==> config.mk <==
export PLATFORM = sky130hd
export DESIGN_NAME = pes_mul
export DESIGN_NICKNAME = d
export VERILOG_FILES = /design/src/sv/pes_pkg.sv /design/src/sv/pes_mul.sv
export SDC_FILE = /design/constraint.sdc
export NUM_CORES = 2
export LEC_CHECK = 0
export ABC_AREA = 1
export CAP_MARGIN = 5
export CORE_MARGIN = 4
export CORE_UTILIZATION = 61
export CTS_CLUSTER_DIAMETER = 50
export DETAILED_ROUTE_END_ITERATION = 10
export DONT_BUFFER_PORTS = 1
export GPL_TIMING_DRIVEN = 0
export PLACE_DENSITY = 0.77
export SLEW_MARGIN = 20
export SYNTH_ARGS = -nofsm -noshare
export SYNTH_HDL_FRONTEND = slang
export SYNTH_SLANG_ARGS = --single-unit
==> constraint.sdc <==
create_clock -name clk -period 8.99 [get_ports clk]
set_input_delay 1.3485 -clock clk [delete_from_list [all_inputs] [get_ports clk]]
set_output_delay 1.3485 -clock clk [all_outputs]
set_load 0.01 [all_outputs]
==> src/sv/pes_pkg.sv <==
`default_nettype none
package pes_pkg;

  localparam int MAX_LEN = 64;
  localparam int DATA_W  = 64;
  localparam int HALF_W  = DATA_W / 2;
  localparam int IDX_W   = (MAX_LEN > 1) ? $clog2(MAX_LEN) : 1;
  localparam int CNT_W   = $clog2(MAX_LEN + 1);

  typedef struct packed {
    logic              start;
    logic [DATA_W-1:0] a;
    logic [DATA_W-1:0] b;
  } pes_mul_req_t;

  typedef struct packed {
    logic              done;
    logic [DATA_W-1:0] p;
  } pes_mul_rsp_t;

endpackage
`default_nettype wire

==> src/sv/pes_mul.sv <==
`default_nettype none
module pes_mul (
  input  wire logic          clk,
  input  wire logic          rst_n,
  input  wire pes_pkg::pes_mul_req_t req,
  output pes_pkg::pes_mul_rsp_t rsp
);
  import pes_pkg::*;

  localparam logic [1:0] STEP_LL = 2'd0;
  localparam logic [1:0] STEP_LH = 2'd1;
  localparam logic [1:0] STEP_HL = 2'd2;

  logic [DATA_W-1:0] a_r, b_r, acc_r;
  logic [1:0]        step_r;
  logic              busy_r, done_r;
  logic [HALF_W-1:0] mx, my;
  logic [DATA_W-1:0] mres;

  always_comb begin
    case (step_r)
      STEP_LL: begin mx = a_r[HALF_W-1:0];      my = b_r[HALF_W-1:0]; end
      STEP_LH: begin mx = a_r[HALF_W-1:0];      my = b_r[DATA_W-1:HALF_W]; end
      STEP_HL: begin mx = a_r[DATA_W-1:HALF_W]; my = b_r[HALF_W-1:0]; end
      default: begin mx = '0;                   my = '0; end
    endcase
    mres = {{HALF_W{1'b0}}, mx} * {{HALF_W{1'b0}}, my};
  end

  always_ff @(posedge clk) begin
    if (!rst_n) begin
      busy_r <= 1'b0;
      done_r <= 1'b0;
      step_r <= STEP_LL;
    end else begin
      done_r <= 1'b0;
      if (req.start) begin
        busy_r <= 1'b1;
        step_r <= STEP_LL;
      end else if (busy_r) begin
        if (step_r == STEP_HL) begin
          busy_r <= 1'b0;
          done_r <= 1'b1;
        end
        step_r <= step_r + 2'd1;
      end
    end
  end

  always_ff @(posedge clk) begin
    if (req.start) begin
      a_r <= req.a;
      b_r <= req.b;
    end else if (busy_r) begin
      if (step_r == STEP_LL) begin
        acc_r <= mres;
      end else begin
        acc_r[DATA_W-1:HALF_W] <= acc_r[DATA_W-1:HALF_W] + mres[HALF_W-1:0];
      end
    end
  end

  assign rsp.done = done_r;
  assign rsp.p    = acc_r;

endmodule
`default_nettype wire

==> results.ini <==
[outcome]
status = complete, but fails checks
violations = setup timing

[global_routing]
grt_max_degree = 132
grt_first_pass_wirelength_um = 247000
grt_pass1_vias = 37859
globalRouteOverflowTotal = 0
antenna_found_initial = 8
grt_usage = 0.466

[floorplanning]
start_util = 0.616
ios = 196
core-area_mm2 = 0.0687
placementRows = 96
die-area_mm2 = 0.0737
die_h_um = 271
die-width_um = 271

[layout]
finish.instance_area_mm2 = 0.0503
layout.nets = 6563
nFillCells = 5095
drive_gt1_frac = 0.189
seqCellArea_mm2 = 0.00585
area_growth_pct = 18.9
finalNonFillerCells = 6183
multi_input_area_mm2 = 0.0340

[clocking]
hold_buffers = 0
htree_levels = 4
tritoncts = built
clk_latency_ps = 510
cts_made_buffers = 17
root_buffer = clkbuf_16
clkSlewWorstSetupHoldPaths_ps = 90
cts.sinks = 196
clock_path_buffers = 2

[critical_path]
ff2ff_path_depth = 40
start_kind = flop
rrSetupSlack_ps = -250
r2r_end = acc_r[59]
crit_type = flop to flop
cp_slowest_cell = fa_1
cp.required_ps = 9250
cp-end-kind = flop
critPathMaxFanout = 10
slowest_delay_ps = 580
crit_arrival_ps = 9510
reg2reg_from = step_r[0]

[sta]
rsz0062_at_grt = yes
relSlewSlack = 0.396
skew_ps = 23.1
worstMarginPinSlew_ps = 905
hold_viol_final = 0
setup_viol = 15
fin_crit_sh = 1.03
tns_ps = -1960
timing.fmax_mhz = 108
finalCriticalPeriod_ps = 9240
slew_viol_final = 0
setup_ws_ps = -255

[min_path]
min_delay_path_depth = 2
hp-class = flop to flop
hold_start = busy_r
min_to = step_r[0]

[placement]
placed_area_mm2 = 0.0437
dp_hpwl_um = 136000
portBuffers = 0
place.gp.congestion = 1.07
pre_cts_slack_ps = -2430
dp.cells = 5860

[routing]
drc = 0
drt_wl_total_um = 176000
drtIter0Drc = 4600
dr.pass1.iters = 9
route.vias.total = 37913
drtAntennaViolNets = 0
via_per_inst = 6.13
wl_per_cell_um = 28.4

[logic_synthesis]
syn_inst = 4921
synth.avg_cell_area_um2 = 8.60
synth.area.top_cells = fa_1, edfxtp_1, inv_1, nand2_1, ha_1
synth_seq_cells = 196
yosysUniqueCellTypes = 46
synth_top_area_share = 0.424
syn_nets = 6248
yosys_warnings = 0
syn_area_mm2 = 0.0423
yosysTopAreaCell = fa_1
synth-seq-area-share = 0.138

[flow_run]
maxCapViolCount = 0

[per-layer routing]
metal | vias up | global-route usage | wire length, um
li1 | 15261 | - | -
met1 | 18753 | 0.577 | 58700
met2 | 3002 | 0.688 | 74500
met3 | 887 | 0.188 | 26500
met4 | 10 | 0.283 | 16000
met5 | - | 0.00724 | 126
[state kept, by name, indices dropped and copies added, names as in the netlist]
register / flops
a_r: 64
acc_r: 64
b_r: 64
step_r: 2
busy_r: 1
done_r: 1
[how the worst max path moves through the flow]
stage | start | slack (ps) | end | cells after the start
final | step_r[0] | -250 | acc_r[59] | 40
after global routing | step_r[1] | -450 | acc_r[59] | 44
after CTS | step_r[0] | -70 | acc_r[63] | 48
after detailed placement | step_r[0] | -2430 | acc_r[63] | 42
after global placement | step_r[0] | -2510 | acc_r[63] | 43
after floorplan | step_r[0] | 490 | acc_r[61] | 39
[final cells by class]
| type | instances | share of cell area |
|---|---|---|
| Clock buffer | 17 | 0.00845 |
| Inverter | 1105 | 0.0832 |
| Antenna cell | 3 | 0.000149 |
| Clock inverter | 15 | 0.00360 |
| Buffer | 171 | 0.0307 |
| Tap cell | 931 | 0.0231 |
| Timing Repair Buffer | 303 | 0.0589 |
| Multi-Input combinational cell | 3442 | 0.676 |
| Sequential cell | 196 | 0.116 |
[layout by cell type (no fill, tap or decap), types with 31 or more instances in the layout]
master	count
buf_4	252
nand3_1	88
edfxtp_1	192
nor2_2	41
nand2_2	43
buf_2	36
nor2_4	57
inv_1	1029
fa_2	36
nor2_1	538
ha_1	259
buf_6	60
fa_1	861
nand2_1	996
a21oi_2	35
buf_12	53
a22oi_2	31
a21oi_1	100
inv_2	63
ha_4	36
a21oi_4	37
o21ai_0	59
[what timing repair did]
action,4_1_cts,5_1_grt
resized for setup,521,380
gates cloned,2,1
pin swaps,132,203
setup buffers,202,90
endpoints found under the setup margin,48,28
endpoints found under the hold margin,0,0
[through the flow]
stage	utilization	hold WS (ps)
after floorplan	-	457
after global placement	0.633	475
after detailed placement	0.635	503
after CTS	0.703	503
after global routing	0.733	553
final	0.733	557
[synth_stat cells, drive strengths merged]
cell type / instances
clkinv: 3
or2: 1
edfxtp: 192
a22oi: 32
clkbuf: 53
nor4: 2
nor3: 21
xor2: 32
o21bai: 13
nand3b: 8
nand3: 109
nand2b: 2
nand4: 21
a31oi: 2
a21o: 8
nor2: 636
ha: 299
inv: 1102
dfxtp: 4
xnor2: 4
nand2: 1064
o21ai: 101
a21boi: 8
o21a: 7
fa: 897
a211oi: 1
a21oi: 172
o211ai: 2
buf: 125
[cells by family after synthesis]
kind of cell    share of synthesized area
fa+ha+maj                           0.512
compound gates                     0.0492
buf+inv                             0.118
xor+xnor                          0.00745
simple gates                        0.175
flops                               0.138
[worst max-delay path: cells and delay by family (launching register included)]
kind / cells / cell delay, ps
simple gates: 12 / 1600
fa+ha+maj: 11 / 4570
flops: 1 / 380
buf+inv: 11 / 1510
xor+xnor: 1 / 260
compound gates: 5 / 660
Power is left out: the tool's default activity adds up to more than one toggle a clock period on the data nets, which glitch-free logic cannot reach.
